`src/hdl/cbrp_pkg.sv`:
```
// ============================================================================
// cbrp_pkg
// Shared constants, types and helpers for the constant border row padder.
// ============================================================================
package cbrp_pkg;

    // Element and geometry limits.
    localparam int ELEM_BITS = 32;
    localparam int MAX_ROW   = 4096;
    localparam int MAX_PAD   = 31;

    // Fixed field widths.
    localparam int PIX_W = 32;
    localparam int ROW_W = 13;
    localparam int PAD_W = 5;
    localparam int IDX_W = 3;

    // Column counter and the width used to compare it against the row width.
    localparam int COL_W = $clog2(MAX_ROW);
    localparam int CMP_W = (COL_W + 1 > ROW_W) ? COL_W + 1 : ROW_W;

    // Pixels and the pad value keep only the element bits.
    localparam logic [PIX_W-1:0] ELEM_MASK =
        (ELEM_BITS >= PIX_W) ? {PIX_W{1'b1}} : PIX_W'((64'd1 << ELEM_BITS) - 64'd1);

    // Decoupling queue between front and back.
    localparam int Q_DEPTH = 2;
    localparam int Q_AW    = $clog2(Q_DEPTH);
    localparam int Q_CW    = $clog2(Q_DEPTH + 1);

    // Configuration register indexes.
    localparam logic [IDX_W-1:0] REG_ROW_WIDTH = IDX_W'(0);
    localparam logic [IDX_W-1:0] REG_LEFT_PAD  = IDX_W'(1);
    localparam logic [IDX_W-1:0] REG_RIGHT_PAD = IDX_W'(2);
    localparam logic [IDX_W-1:0] REG_PAD_VALUE = IDX_W'(3);

    typedef struct packed {
        logic [ROW_W-1:0] row_width;
        logic [PAD_W-1:0] left_pad;
        logic [PAD_W-1:0] right_pad;
        logic [PIX_W-1:0] pad_value;
    } cfg_t;

    // One classified source pixel.
    typedef struct packed {
        logic [PIX_W-1:0] pixel;
        logic             first;
        logic             last;
    } qent_t;

    typedef struct packed {
        logic full;
        logic empty;
    } qstat_t;

    typedef enum logic [1:0] {
        ST_HEAD,
        ST_LEFT,
        ST_PIX,
        ST_RIGHT
    } bstate_t;

    function automatic logic [PAD_W-1:0] clamp_pad(input logic [PAD_W-1:0] p);
        clamp_pad = (32'(p) > MAX_PAD) ? PAD_W'(MAX_PAD) : p;
    endfunction

endpackage

```
`src/hdl/cbrp_front.sv`:
```
// ============================================================================
// cbrp_front
// Accepts source pixels, tracks the column and tags row start and row end.
// ============================================================================
module cbrp_front (
    input  logic                       clk,
    input  logic                       rst_n,
    input  logic                       in_valid,
    output logic                       in_ready,
    input  logic [cbrp_pkg::PIX_W-1:0] pixel_in,
    input  logic [cbrp_pkg::ROW_W-1:0] row_width,
    input  cbrp_pkg::qstat_t           q_stat,
    output logic                       push,
    output cbrp_pkg::qent_t            push_data
);
    import cbrp_pkg::*;

    logic [COL_W-1:0] col_reg;
    logic [COL_W-1:0] col_next;
    logic [CMP_W-1:0] w_ext;
    logic [CMP_W-1:0] w_eff;
    logic [CMP_W-1:0] col_inc;
    logic             is_first;
    logic             is_last;

    // Clamp the row width to 1..MAX_ROW.
    always_comb
    begin
        w_ext = CMP_W'(row_width);
        if (w_ext == '0)
        begin
            w_eff = CMP_W'(1);
        end
        else if (w_ext > CMP_W'(MAX_ROW))
        begin
            w_eff = CMP_W'(MAX_ROW);
        end
        else
        begin
            w_eff = w_ext;
        end
        col_inc  = CMP_W'(col_reg) + CMP_W'(1);
        is_first = (col_reg == '0);
        // A width shrunk mid-row ends the row at once.
        is_last  = (col_inc >= w_eff);
    end

    assign in_ready = !q_stat.full;
    assign push     = in_valid && in_ready;

    always_comb
    begin
        push_data.pixel = pixel_in;
        push_data.first = is_first;
        push_data.last  = is_last;
        col_next        = col_reg;
        if (push)
        begin
            col_next = is_last ? '0 : col_inc[COL_W-1:0];
        end
    end

    always_ff @(posedge clk or negedge rst_n)
    begin
        if (!rst_n)
        begin
            col_reg <= '0;
        end
        else
        begin
            col_reg <= col_next;
        end
    end

endmodule

```
`src/hdl/cbrp_queue.sv`:
```
// ============================================================================
// cbrp_queue
// Short FIFO of classified pixels between the front and the back.
// ============================================================================
module cbrp_queue (
    input  logic             clk,
    input  logic             rst_n,
    input  logic             push,
    input  cbrp_pkg::qent_t  push_data,
    input  logic             pop,
    output cbrp_pkg::qent_t  head,
    output cbrp_pkg::qstat_t stat
);
    import cbrp_pkg::*;

    qent_t            mem_reg [Q_DEPTH];
    logic [Q_AW-1:0]  wr_ptr_reg;
    logic [Q_AW-1:0]  wr_ptr_next;
    logic [Q_AW-1:0]  rd_ptr_reg;
    logic [Q_AW-1:0]  rd_ptr_next;
    logic [Q_CW-1:0]  cnt_reg;
    logic [Q_CW-1:0]  cnt_next;

    function automatic logic [Q_AW-1:0] ptr_inc(input logic [Q_AW-1:0] p);
        ptr_inc = (32'(p) == Q_DEPTH - 1) ? '0 : p + Q_AW'(1);
    endfunction

    always_comb
    begin
        wr_ptr_next = push ? ptr_inc(wr_ptr_reg) : wr_ptr_reg;
        rd_ptr_next = pop ? ptr_inc(rd_ptr_reg) : rd_ptr_reg;
        cnt_next    = cnt_reg + Q_CW'(push) - Q_CW'(pop);
    end

    assign head       = mem_reg[rd_ptr_reg];
    assign stat.full  = (cnt_reg == Q_CW'(Q_DEPTH));
    assign stat.empty = (cnt_reg == '0);

    always_ff @(posedge clk)
    begin
        if (push)
        begin
            mem_reg[wr_ptr_reg] <= push_data;
        end
    end

    always_ff @(posedge clk or negedge rst_n)
    begin
        if (!rst_n)
        begin
            wr_ptr_reg <= '0;
            rd_ptr_reg <= '0;
            cnt_reg    <= '0;
        end
        else
        begin
            wr_ptr_reg <= wr_ptr_next;
            rd_ptr_reg <= rd_ptr_next;
            cnt_reg    <= cnt_next;
        end
    end

endmodule

```
`src/hdl/cbrp_back.sv`:
```
// ============================================================================
// cbrp_back
// Emits queued pixels, with left pads before a row and right pads after it.
// ============================================================================
module cbrp_back (
    input  logic                       clk,
    input  logic                       rst_n,
    input  cbrp_pkg::cfg_t             cfg,
    input  cbrp_pkg::qstat_t           q_stat,
    input  cbrp_pkg::qent_t            head,
    output logic                       pop,
    output logic                       out_valid,
    input  logic                       out_ready,
    output logic [cbrp_pkg::PIX_W-1:0] pixel_out,
    output logic                       run_last,
    output logic                       row_end
);
    import cbrp_pkg::*;

    bstate_t          state_reg;
    bstate_t          state_next;
    logic [PAD_W-1:0] rem_reg;
    logic [PAD_W-1:0] rem_next;
    logic             out_valid_reg;
    logic             out_valid_next;
    logic [PIX_W-1:0] pix_reg;
    logic             last_reg;
    logic             end_reg;

    logic [PAD_W-1:0] lp;
    logic [PAD_W-1:0] rp;
    logic [PIX_W-1:0] pad_px;
    logic             go;
    logic             pop_int;
    logic [PIX_W-1:0] emit_px;
    logic             emit_last;
    logic             emit_end;

    assign lp     = clamp_pad(cfg.left_pad);
    assign rp     = clamp_pad(cfg.right_pad);
    assign pad_px = cfg.pad_value & ELEM_MASK;
    // Output register loads if empty or being drained and the queue is not.
    assign go     = (!out_valid_reg || out_ready) && !q_stat.empty;

    always_comb
    begin
        state_next = state_reg;
        rem_next   = rem_reg;
        pop_int    = 1'b0;
        emit_px    = pad_px;
        emit_last  = 1'b0;
        emit_end   = 1'b0;
        if (go)
        begin
            unique case (state_reg) inside
                ST_HEAD, ST_PIX:
                begin
                    if (state_reg == ST_HEAD && head.first && lp != '0)
                    begin
                        rem_next   = lp - PAD_W'(1);
                        state_next = (lp == PAD_W'(1)) ? ST_PIX : ST_LEFT;
                    end
                    else
                    begin
                        emit_px   = head.pixel & ELEM_MASK;
                        emit_last = !(head.last && rp != '0);
                        emit_end  = head.last && rp == '0;
                        if (head.last && rp != '0)
                        begin
                            rem_next   = rp;
                            state_next = ST_RIGHT;
                        end
                        else
                        begin
                            pop_int    = 1'b1;
                            state_next = ST_HEAD;
                        end
                    end
                end
                ST_LEFT:
                begin
                    rem_next = rem_reg - PAD_W'(1);
                    if (rem_reg == PAD_W'(1))
                    begin
                        state_next = ST_PIX;
                    end
                end
                ST_RIGHT:
                begin
                    rem_next  = rem_reg - PAD_W'(1);
                    emit_last = (rem_reg == PAD_W'(1));
                    emit_end  = (rem_reg == PAD_W'(1));
                    if (rem_reg == PAD_W'(1))
                    begin
                        pop_int    = 1'b1;
                        state_next = ST_HEAD;
                    end
                end
                default:
                begin
                    state_next = ST_HEAD;
                end
            endcase
        end
        out_valid_next = go ? 1'b1 : (out_ready ? 1'b0 : out_valid_reg);
    end

    assign pop       = pop_int;
    assign out_valid = out_valid_reg;
    assign pixel_out = pix_reg;
    assign run_last  = last_reg;
    assign row_end   = end_reg;

    always_ff @(posedge clk or negedge rst_n)
    begin
        if (!rst_n)
        begin
            state_reg     <= ST_HEAD;
            rem_reg       <= '0;
            out_valid_reg <= 1'b0;
        end
        else
        begin
            state_reg     <= state_next;
            rem_reg       <= rem_next;
            out_valid_reg <= out_valid_next;
        end
    end

    always_ff @(posedge clk)
    begin
        if (go)
        begin
            pix_reg  <= emit_px;
            last_reg <= emit_last;
            end_reg  <= emit_end;
        end
    end

endmodule

```
`src/hdl/constant_border_row_padder_core.sv`:
```
// ============================================================================
// constant_border_row_padder_core
// Constant border padding of a raster pixel stream, one row at a time.
// ============================================================================
//
// Channel   Direction  Handshake              Payload
// ------    ---------  ---------------------  --------------------------------
// in        sink       in_valid / in_ready    pixel_in[31:0]
// out       source     out_valid / out_ready  pixel_out[31:0], run_last, row_end
// cfg       sink       cfg_valid / cfg_ready  cfg_index[2:0], cfg_data[31:0]
//
// Each output transaction moves one pixel; the output register sustains one
// transaction per cycle while out_ready holds and the queue is not empty.
// A row's first pixel is preceded by left_pad pads and its last pixel followed
// by right_pad pads; the back-end sequencer emits one result per unstalled cycle.
// A two-entry queue lets the input side keep accepting while pads are emitted.
// Reset clears the column counter, the queue and the configuration
// registers (row width 1, no pads, pad value 0); no clearing pass is needed.
// The configuration port is always ready; writes to unknown indexes are dropped.
//
module constant_border_row_padder_core (
    input  logic                       clk,
    input  logic                       rst_n,
    input  logic                       in_valid,
    output logic                       in_ready,
    input  logic [cbrp_pkg::PIX_W-1:0] pixel_in,
    output logic                       out_valid,
    input  logic                       out_ready,
    output logic [cbrp_pkg::PIX_W-1:0] pixel_out,
    output logic                       run_last,
    output logic                       row_end,
    input  logic                       cfg_valid,
    output logic                       cfg_ready,
    input  logic [cbrp_pkg::IDX_W-1:0] cfg_index,
    input  logic [cbrp_pkg::PIX_W-1:0] cfg_data
);
    import cbrp_pkg::*;

    // Configuration registers, held as one struct for the front and back.
    cfg_t   cfg_reg;
    cfg_t   cfg_next;

    // Front to queue.
    logic   push;
    qent_t  push_data;

    // Queue to back.
    qent_t  head;
    qstat_t q_stat;
    logic   pop;

    // The configuration port never stalls.
    assign cfg_ready = 1'b1;

    // Register write decode. The upper data bits beyond each field are
    // discarded, matching the field widths.
    always_comb
    begin
        cfg_next = cfg_reg;
        if (cfg_valid && cfg_ready)
        begin
            unique case (cfg_index)
                REG_ROW_WIDTH: cfg_next.row_width = cfg_data[ROW_W-1:0];
                REG_LEFT_PAD:  cfg_next.left_pad  = cfg_data[PAD_W-1:0];
                REG_RIGHT_PAD: cfg_next.right_pad = cfg_data[PAD_W-1:0];
                REG_PAD_VALUE: cfg_next.pad_value = cfg_data;
                default:       cfg_next = cfg_reg;
            endcase
        end
    end

    always_ff @(posedge clk or negedge rst_n)
    begin
        if (!rst_n)
        begin
            cfg_reg.row_width <= ROW_W'(1);
            cfg_reg.left_pad  <= '0;
            cfg_reg.right_pad <= '0;
            cfg_reg.pad_value <= '0;
        end
        else
        begin
            cfg_reg <= cfg_next;
        end
    end

    // The front classifies each accepted pixel as row start and/or row end.
    cbrp_front u_front (
        .clk       (clk),
        .rst_n     (rst_n),
        .in_valid  (in_valid),
        .in_ready  (in_ready),
        .pixel_in  (pixel_in),
        .row_width (cfg_reg.row_width),
        .q_stat    (q_stat),
        .push      (push),
        .push_data (push_data)
    );

    // The queue decouples the input stall from the pad runs at the back.
    cbrp_queue u_queue (
        .clk       (clk),
        .rst_n     (rst_n),
        .push      (push),
        .push_data (push_data),
        .pop       (pop),
        .head      (head),
        .stat      (q_stat)
    );

    // The back walks each entry through its left pads, pixel and right pads.
    cbrp_back u_back (
        .clk       (clk),
        .rst_n     (rst_n),
        .cfg       (cfg_reg),
        .q_stat    (q_stat),
        .head      (head),
        .pop       (pop),
        .out_valid (out_valid),
        .out_ready (out_ready),
        .pixel_out (pixel_out),
        .run_last  (run_last),
        .row_end   (row_end)
    );

    // The end of a padded row is always the last result of its input pixel.
    a_row_end_is_run_last: assert property (
        @(posedge clk) disable iff (!rst_n)
        (out_valid && row_end) |-> run_last
    ) else $error("row_end without run_last");

    // The back never retires an entry from an empty queue.
    a_pop_not_empty: assert property (
        @(posedge clk) disable iff (!rst_n)
        pop |-> !q_stat.empty
    ) else $error("queue pop while empty");

    // A result only appears after the queue held an entry.
    a_out_from_queue: assert property (
        @(posedge clk) disable iff (!rst_n)
        $rose(out_valid) |-> $past(!q_stat.empty)
    ) else $error("output valid without a queued pixel");

endmodule
```
`config.mk`:
```
export PLATFORM = sky130hd
export DESIGN_NAME = constant_border_row_padder_core
export DESIGN_NICKNAME = d
export VERILOG_FILES = /design/src/hdl/cbrp_pkg.sv /design/src/hdl/cbrp_front.sv /design/src/hdl/cbrp_queue.sv /design/src/hdl/cbrp_back.sv /design/src/hdl/constant_border_row_padder_core.sv
export SDC_FILE = /design/constraint.sdc
export NUM_CORES = 1
export LEC_CHECK = 0
export ABC_AREA = 1
export BUFFER_PORTS_ARGS = -buffer_cell sky130_fd_sc_hd__buf_2
export CAP_MARGIN = 10
export CORE_UTILIZATION = 51
export DETAILED_ROUTE_END_ITERATION = 10
export MAX_ROUTING_LAYER = met4
export PLACE_DENSITY = 0.71
export SLEW_MARGIN = 10
export SYNTH_ARGS = -nofsm -noshare
export SYNTH_HDL_FRONTEND = slang
export SYNTH_HIERARCHICAL = 1
export SYNTH_SLANG_ARGS = --single-unit
```
`constraint.sdc`:
```
create_clock -name clk -period 8.75 [get_ports clk]
set_input_delay 1.3125 -clock clk [delete_from_list [all_inputs] [get_ports clk]]
set_output_delay 1.3125 -clock clk [all_outputs]
set_load 0.01 [all_outputs]
```
# Word-level counts from Yosys, hierarchy flattened
# Memory sizes are Yosys's and may differ from the RTL's.
# Index checks and enable logic that the tools add are counted.
[word_totals]
register_bits = 113
ramBits = 68
in_bits = 72
n_memories = 1
[classes]
add_sub_neg = 7
n_lt_le_gt_ge = 2
eq_ne = 12
mux = 29
reduce_logical = 29
[mem_list]
columns = ["name", "words", "width", "read_ports", "rd_clocked_by_memory_dff", "wr", "line_no", "text"]
rows = [
  ["u_queue.mem_reg", 2, 34, 1, 0, 1, "cbrp_queue.sv:16", "qent_t mem_reg [Q_DEPTH];"],
]
[ops]
columns = ["cell", "n"]
rows = [
  ["32-bit 2-to-1 mux", 2],
  ["13-bit 2-to-1 mux", 2],
  ["12-bit by 1-bit adder with 13-bit output (second input constant)", 1],
  ["13-bit greater-or-equal comparator", 1],
  ["13-bit > comparator (second input constant)", 1],
  ["13-bit logical NOT", 1],
  ["12-bit logical NOT", 1],
  ["1-bit 2-to-1 mux", 12],
  ["12-bit 2-to-1 mux", 1],
  ["5-bit by 1-bit == test with 1-bit output (second input constant)", 2],
  ["2-bit 2-to-1 mux", 5],
  ["5-bit 2-to-1 mux", 2],
  ["5-bit one-hot mux with 2 select lines", 1],
  ["5-bit nonzero test", 2],
  ["5-bit by 1-bit subtractor with 5-bit output (second input constant)", 2],
  ["2-bit AND reduction", 4],
  ["2-bit == test (second input constant)", 3],
  ["3-bit by 2-bit == test with 1-bit output (second input constant)", 2],
  ["1-bit logical AND", 6],
  ["1-bit one-hot mux with 2 select lines", 3],
  ["2-bit one-hot mux with 3 select lines", 1],
  ["3-bit AND reduction", 2],
  ["5-bit logical NOT", 1],
  ["1-bit logical NOT", 4],
  ["other kinds (13)", 17],
]

# Logic depth before layout (Yosys ltp)
# Gate-level depths: netlist of the first run.
[depth]
depth_word = 7
ltp_mapped = 16

# By module
# The synthesis of the first run kept the hierarchy.
[by_module_without_submodules]
columns = ["module", "instances", "cells_each", "area_per_inst_um2", "seq_area_each_um2"]
rows = [
  ["cbrp_queue", 1, 203, 2772.7, 2142.1],
  ["cbrp_back", 1, 272, 2319.7, 1221.2],
  ["constant_border_row_padder_core", 1, 248, 2230.9, 1377.6],
  ["cbrp_front", 1, 236, 1562.7, 300.3],
]

# Worst setup path after synthesis of the first run
# No wires, ideal clock.
[synth_path]
kind = "in2reg"
from = "input port in_valid"
to = "memory u_queue/mem_reg[0][0] in the netlist's numbering (enable)"
setup_time_ns = 0.425
arrival_time_ns = 3.201
t_required_ns = 8.325
setup_slack_ns = 5.124
path_stages = 5
n_path_buf = 1
path_cell_list = "nand2_1 inv_1 buf_2 inv_1 nor2_1"
[synth_between]
elab_chain_len = 3
[synth_rtl]
columns = ["item", "line_no", "text"]
rows = [
  ["from (decl)", "constant_border_row_padder_core.sv:24", "input logic in_valid,"],
  ["1-bit logical AND", "cbrp_front.sv:49", "assign push = in_valid && in_ready;"],
  ["named net push", "constant_border_row_padder_core.sv:44", "logic push;"],
  ["1-bit 2-to-1 mux", "cbrp_queue.sv:41", "if (push)"],
  ["1-bit 2-to-1 mux (not written as such)", "cbrp_queue.sv:43", "mem_reg[wr_ptr_reg] <= push_data;"],
  ["to (decl)", "cbrp_queue.sv:16", ""],
]
# The timed path passes the listed nets, and every way through them passes these cells.

# Final worst setup path of the first run
[layout_path]
from = "input port in_valid"
to = "memory u_queue/mem_reg[0][4] in the netlist's numbering (enable)"
# The elaborated chain is that of the path after synthesis.

==> impl_results.md, run 1 <==
* Seq. cell area at 5040 sq um
* Fin. Hold Viols at 0
* Post-synth top flop: edfxtp_1
* Root Buffer: clkbuf_16
* Worst setup path class: in -> reg
* RSZ-0062 raised after global routing: no
* Hold Crit Class: reg -> reg
* Max VDD drop at 0.178 mV
* Area of the mapped netlist at 8890 sq um
* Top Ports at 109
* Tmin final at 3.07 ns
* Sinks on Clock Net at 181
* Diodes inserted at 0
* Worst Clk Skew at 0.00793 ns
* Routed WL at 18200 um
* Syn nets at 1053
* Gr usage total at 22.6%
* Wire per inst at 14.6 um
* CTS buffer count at 17
* Nets at 1114
* GR Overflow Total at 0
* Slew @ Worst Pin at 1.04 ns
* Initial Utilization at 52.8%
* Htree depth at 4
* Share of cells above drive strength 1 at 18.3%
* R2r setup slk at 5.82 ns
* WP data required at 8.81 ns
* Hold Buf Count CTS at 0
* Multi-input logic area at 2950 sq um
* Startpoint Class: input port
* Core Rows at 47
* Drt drc at 0
* Mean Syn Cell Area at 9.27 sq um
* Post-CTS Setup Repair Bufs at 0
* CTS tree: done
* Max FFs per register at 68
* Grt met3 use at 3.97%
* Status: complete, no violations
* Synthesis Warnings at 6
* Hpwl dp at 12000 um
* Post-Syn Instances at 959
* CORE AREA at 16800 sq um
* Period Utilization, post-route at 35.1%
* I/O Buffers at 107
* Post_cts resized at 0
* Leak Pwr at 4.79 nW
* DP Cell Count at 1221
* Die X-Extent at 134 um
* Post-synth EDFFs at 102
* Busiest grt layer: met2
* Drt pass-1 iters at 5
* Arr. time, crit path at 3.13 ns
* Crit. End Element: flip-flop
* Gpl congestion at 0.883
* Die height at 134 um
* Netlist cell types at 37
* Final setup fails at 0
* M2 GR Usage at 33.4%
* Vias after detailed routing at 6275
* Slew Limit Headroom at 30.3%
* Worst-path maximum fanout at 34
* Register area share after synthesis at 56.7%
* Synthesis-stage register bit count at 181
* Initial DRC count at 446
* Die ar. at 18000 sq um
* Synth async-reset ratio at 43.6%
* Clock Tree Buf Depth at 2
* First-pass GRT wire length at 29800 um
* Area added between synthesis and finish at 10.4%
* Cell area power density at 321 nW/um^2
* Grt met1 use at 31.6%
* Achievable Freq at 326 MHz
* Reg clk slew, reported paths at 0.07 ns
* Pin count of the biggest net entering global routing at 70
* Fillers at 1485
* Post-DRT Antenna Nets at 0
* Initial antenna violation count at 0
* Layout Cells excl Fill at 1253
* Clock insertion delay at the later pin of the skew report at 0.44 ns
* DR vias/cell at 5.01
* Slew Limit Fails at 0
* Final TNS setup at 0 ns
* Max cap viols at 0
* Vias in the first global route at 5829
-- cells in the final DEF, fill, tap and decap left out, types with 2 or more instances in the layout --
| cell | instances |
|---|---|
| a21oi_1 | 6 |
| buf_2 | 106 |
| buf_4 | 5 |
| bufinv_16 | 3 |
| clkbuf_16 | 17 |
| clkinv_1 | 2 |
| clkinv_4 | 3 |
| clkinv_8 | 2 |
| clkinvlp_4 | 2 |
| dfrtp_1 | 77 |
| edfxtp_1 | 102 |
| ha_1 | 22 |
| inv_1 | 86 |
| inv_2 | 3 |
| inv_6 | 3 |
| nand2_1 | 371 |
| nand2_2 | 15 |
| nand3_1 | 81 |
| nand4_1 | 19 |
| nor2_1 | 29 |
| nor2_2 | 7 |
| nor2_4 | 7 |
| nor4_1 | 3 |
| o21ai_0 | 26 |
| o21ai_1 | 7 |
| o21ai_2 | 6 |
| o21bai_1 | 2 |
| xnor2_2 | 2 |
| xor2_1 | 6 |
-- where the power goes --
group	total [mW]	internal [mW]	switching (mW)
registers	1.34	1.22	0.125
clock network	0.796	0.458	0.338
logic	1.01	0.332	0.680
total	3.15	2.01	1.14
-- worst max-delay path: stages --
cell     delay (ns)
buf_2          0.08
nand2_1        0.27
inv_1          0.49
inv_1          0.14
nor2_4         0.81
-- synthesized netlist by cell type, types with 2 or more instances --
library cell	count	area (sq um)
nor4_1	3	18.8
nand4_1	19	119
ha_1	22	275
inv_1	87	327
nand2_1	371	1390
xnor2_2	2	32.5
o21bai_1	2	15.0
nor2_4	6	67.6
buf_4	40	300
buf_8	3	45.0
nor2_1	30	113
nand3_1	81	405
nor2_2	7	43.8
a21oi_1	6	30.0
nand2_2	15	93.8
buf_2	13	65.1
xor2_1	6	52.6
o21ai_1	7	35.0
buf_6	11	124
o21ai_0	26	130
dfrtp_1	78	1950
inv_2	3	11.3
edfxtp_1	102	3060
o21ai_2	6	52.6
-- metrics by stage --
step | utilization (%) | area [sq um] | setup slack, ns | hold slack, ns | total power [mW]
floorplan | - | 8890 | 5.12 | 0.442 | 2.13
global placement | 54.6 | 9190 | 5.21 | 0.462 | 2.34
detailed placement | 54.6 | 9190 | 5.18 | 0.464 | 2.37
CTS | 58.3 | 9810 | 5.64 | 0.473 | 3.17
global route | 58.3 | 9810 | 5.43 | 0.488 | 3.37
finish | 58.3 | 9810 | 5.68 | 0.472 | 3.15
-- area by class of cell --
cell class	instances	area share, %
flip-flops and latches	181	51.4
multi-input cells	617	30.1
repair buffers	111	5.79
clock buffers	18	4.37
inverters	92	3.57
well taps	220	2.81
clock inverters	14	2.01
-- path summary, 6_finish.rpt --
| path | endpoint | from | depth (start not counted) |
|---|---|---|---|
| setup reg to reg | u_queue/cnt_reg[1] | u_queue/rd_ptr_reg | 13 |
| hold / removal | cfg_reg[42] | cfg_reg[42] | 2 |
| setup / recovery | u_queue/mem_reg[0][4] | in_valid | 5 |
| hold reg to reg | cfg_reg[42] | cfg_reg[42] | 2 |
| min in group asynchronous | u_front/col_reg[7] | rst_n | 1 |
| max in group asynchronous | u_queue/rd_ptr_reg | rst_n | 2 |
-- cell families after synthesis --
| family | Yosys count | synth area share, % |
|---|---|---|
| AOI/OAI and AO/OA | 49 | 3.18 |
| other | 1 | 0.0422 |
| DFF | 181 | 56.7 |
| buffers and inverters | 161 | 10.2 |
| adders and majority gates | 22 | 3.10 |
| and+or+nand+nor | 536 | 25.7 |
| xor gates and xnor gates | 9 | 1.06 |
-- per-layer routing --
metal | share of wire (%) | wire length, um | vias up
met5 | 0 | 0 | -
met4 | 1.6 | 300 | 0
met3 | 5.5 | 999 | 21
met2 | 45 | 8240 | 190
met1 | 48 | 8700 | 2883
li1 | - | - | 3181
(Power assumes the default switching activity.)
==> inputs of run 2 (changes only) <==
==> constraint.sdc (replaced) <==
create_clock -name clk -period 3.05 [get_ports clk]
set_input_delay 0.4575 -clock clk [delete_from_list [all_inputs] [get_ports clk]]
set_output_delay 0.4575 -clock clk [all_outputs]
set_load 0.01 [all_outputs]
==> run 2 against run 1 <==
  * The flow now finishes with violations (hold timing)
  * First-iteration DRC count grew 5.6%
  * Wire length up 2.0%
  * Flip-flop and latch count unchanged
  * Non-clock buffer count increased by 4
  * Die area stayed put
  * Sequential share of layout area shrank 0.38 points
  * Clock skew up 0.0083 ns
  * Worst hold slack worse by 0.48 ns
  * Clock power grew to 3.0 times the previous value
  * Utilization rose by 0.44 points
  * Power increased to 2.9 times the previous value
  * Largest cell class unchanged
==> impl_results.md, run 2 (synthesized netlist as in run 1, its figures left out) <==
* Nets at 1118
* Status: complete, but fails checks
* Reg clk slew, reported paths at 0.07 ns
* Crit. End Element: flip-flop
* Cells along the critical path: ha_1 > nand3_1 > o21ai_1 > nand2_1 > ha_1 > nand2_1 > inv_1 > nand2_1 > a21boi_1 > nor2_2 > nand2_1
* Initial DRC count at 471
* Slowest-stage cell, CP: dfrtp_1
* Share of cells above drive strength 1 at 18.5%
* RR Endpoint: u_queue/mem_reg[1][0]
* Fin. Hold Viols at 24
* Achievable Freq at 372 MHz
* Commonest cells after routing, fill and taps aside: 371 x nand2_1, 106 x buf_2, 102 x edfxtp_1
* Wire per inst at 14.8 um
* WP data required at 3.19 ns
* Core Rows at 47
* Slew Limit Fails at 0
* Startpoint Class: flip-flop
* CTS tree: done
* Crit path buffers/inverters at 1
* First-pass GRT wire length at 30800 um
* Max FFs per register at 68
* Gpl congestion at 0.877
* Max VDD drop at 0.465 mV
* Commonest non-fill, non-tap cell in the layout: nand2_1
* CP most frequent cell: nand2_1
* Hold Crit Class: in -> async
* Layout Cells excl Fill at 1260
* Post_cts resized at 0
* Final TNS setup at 0 ns
* Fillers at 1454
* I/O Buffers at 107
* CTS buffer count at 17
* R2R Path Start: u_front/col_reg[0]
* CORE AREA at 16800 sq um
* Post-DP Area at 9240 sq um
* Period Utilization, post-route at 88.2%
* Routed WL at 18600 um
* Worst Clk Skew at 0.0162 ns
* Clock Tree Buf Depth at 2
* Worst-path maximum fanout at 13
* Slew @ Worst Pin at 0.890 ns
* Hold Buf Count CTS at 0
* Cell area power density at 927 nW/um^2
* Gr usage total at 23.1%
* Max cap viols at 0
* Worst setup path class: reg -> reg
* Hpwl dp at 12300 um
* Initial antenna violation count at 3
* Worst Reg-to-Reg Cells at 11
* R2r setup slk at 0.36 ns
* Root Buffer: clkbuf_16
* Vias in the first global route at 6291
* Tmin final at 2.69 ns
* Leak Pwr at 4.82 nW
* Htree depth at 4
* Final setup fails at 0
* Drt pass-1 iters at 5
* Top Ports at 109
* Drt drc at 0
* Slew Limit Headroom at 40.5%
* RSZ-0062 raised after global routing: no
* Initial Utilization at 52.8%
* Sinks on Clock Net at 181
* GR Overflow Total at 0
* Die height at 134 um
* Largest stage delay on the critical path at 0.48 ns
* Pin count of the biggest net entering global routing at 65
* Failing checks: hold timing
* Post-DRT Antenna Nets at 0
* Die ar. at 18000 sq um
* Area added between synthesis and finish at 11.3%
* DP Cell Count at 1225
* Die X-Extent at 134 um
* Post-CTS Setup Repair Bufs at 0
* Hold Slack at -0.0114 ns
* Arr. time, crit path at 2.83 ns
* DR vias/cell at 5.06
* Clock insertion delay at the later pin of the skew report at 0.43 ns
* Vias after detailed routing at 6381
* Finished Cell Area at 9890 sq um
* Crit path max-delay family: simple AND/OR/NAND/NOR gates
run 2: final cells by class:
class,instances,area (sq um),share of cell area [%]
well taps,220,275,2.78
diodes,3,7.51,0.0759
multi-input cells,617,2950,29.8
inverters,92,350,3.54
repair buffers,115,623,6.30
flip-flops and latches,181,5040,51.0
clock inverters,12,191,1.94
clock buffers,20,447,4.52
run 2: worst max path at each step:
| stage | from | end | slack, ns | cells past startpoint |
|---|---|---|---|---|
| floorplan | u_queue/cnt_reg[1] | u_queue/mem_reg[0][0] | 0.15 | 8 |
| global placement | u_front/col_reg[0] | u_queue/mem_reg[0][0] | 0.45 | 12 |
| detailed placement | u_front/col_reg[0] | u_queue/mem_reg[1][0] | 0.40 | 12 |
| CTS | u_front/col_reg[0] | u_queue/mem_reg[1][0] | 0.39 | 11 |
| global route | u_front/col_reg[0] | u_queue/mem_reg[1][0] | 0.12 | 11 |
| finish | u_front/col_reg[0] | u_queue/mem_reg[1][0] | 0.36 | 11 |
run 2: per-stage QoR:
stage               utilization, %  setup slack, ns  hold WS, ns  power, mW
floorplan                        -            0.146        0.162       6.10
global placement              54.9            0.446        0.461       6.77
detailed placement            54.9            0.400        0.455       6.84
CTS                           58.7            0.388      0.00116       9.22
global route                  58.8            0.123       0.0250       9.79
finish                        58.8            0.359      -0.0114       9.17
run 2: per-layer routing:
metal,vias to the layer above,share of wire (%),global-route usage [%]
li1,3186,-,-
met1,2971,44,28.7
met2,190,48,37.3
met3,34,6.0,4.23
met4,0,2.2,9.47
met5,-,0,-
run 2: report_power, final:
part           switching (mW)  internal [mW]  total [mW]
combinational            1.97          0.989        2.96
sequential              0.360           3.49        3.85
clock                   0.949           1.41        2.36
total                    3.28           5.89        9.17
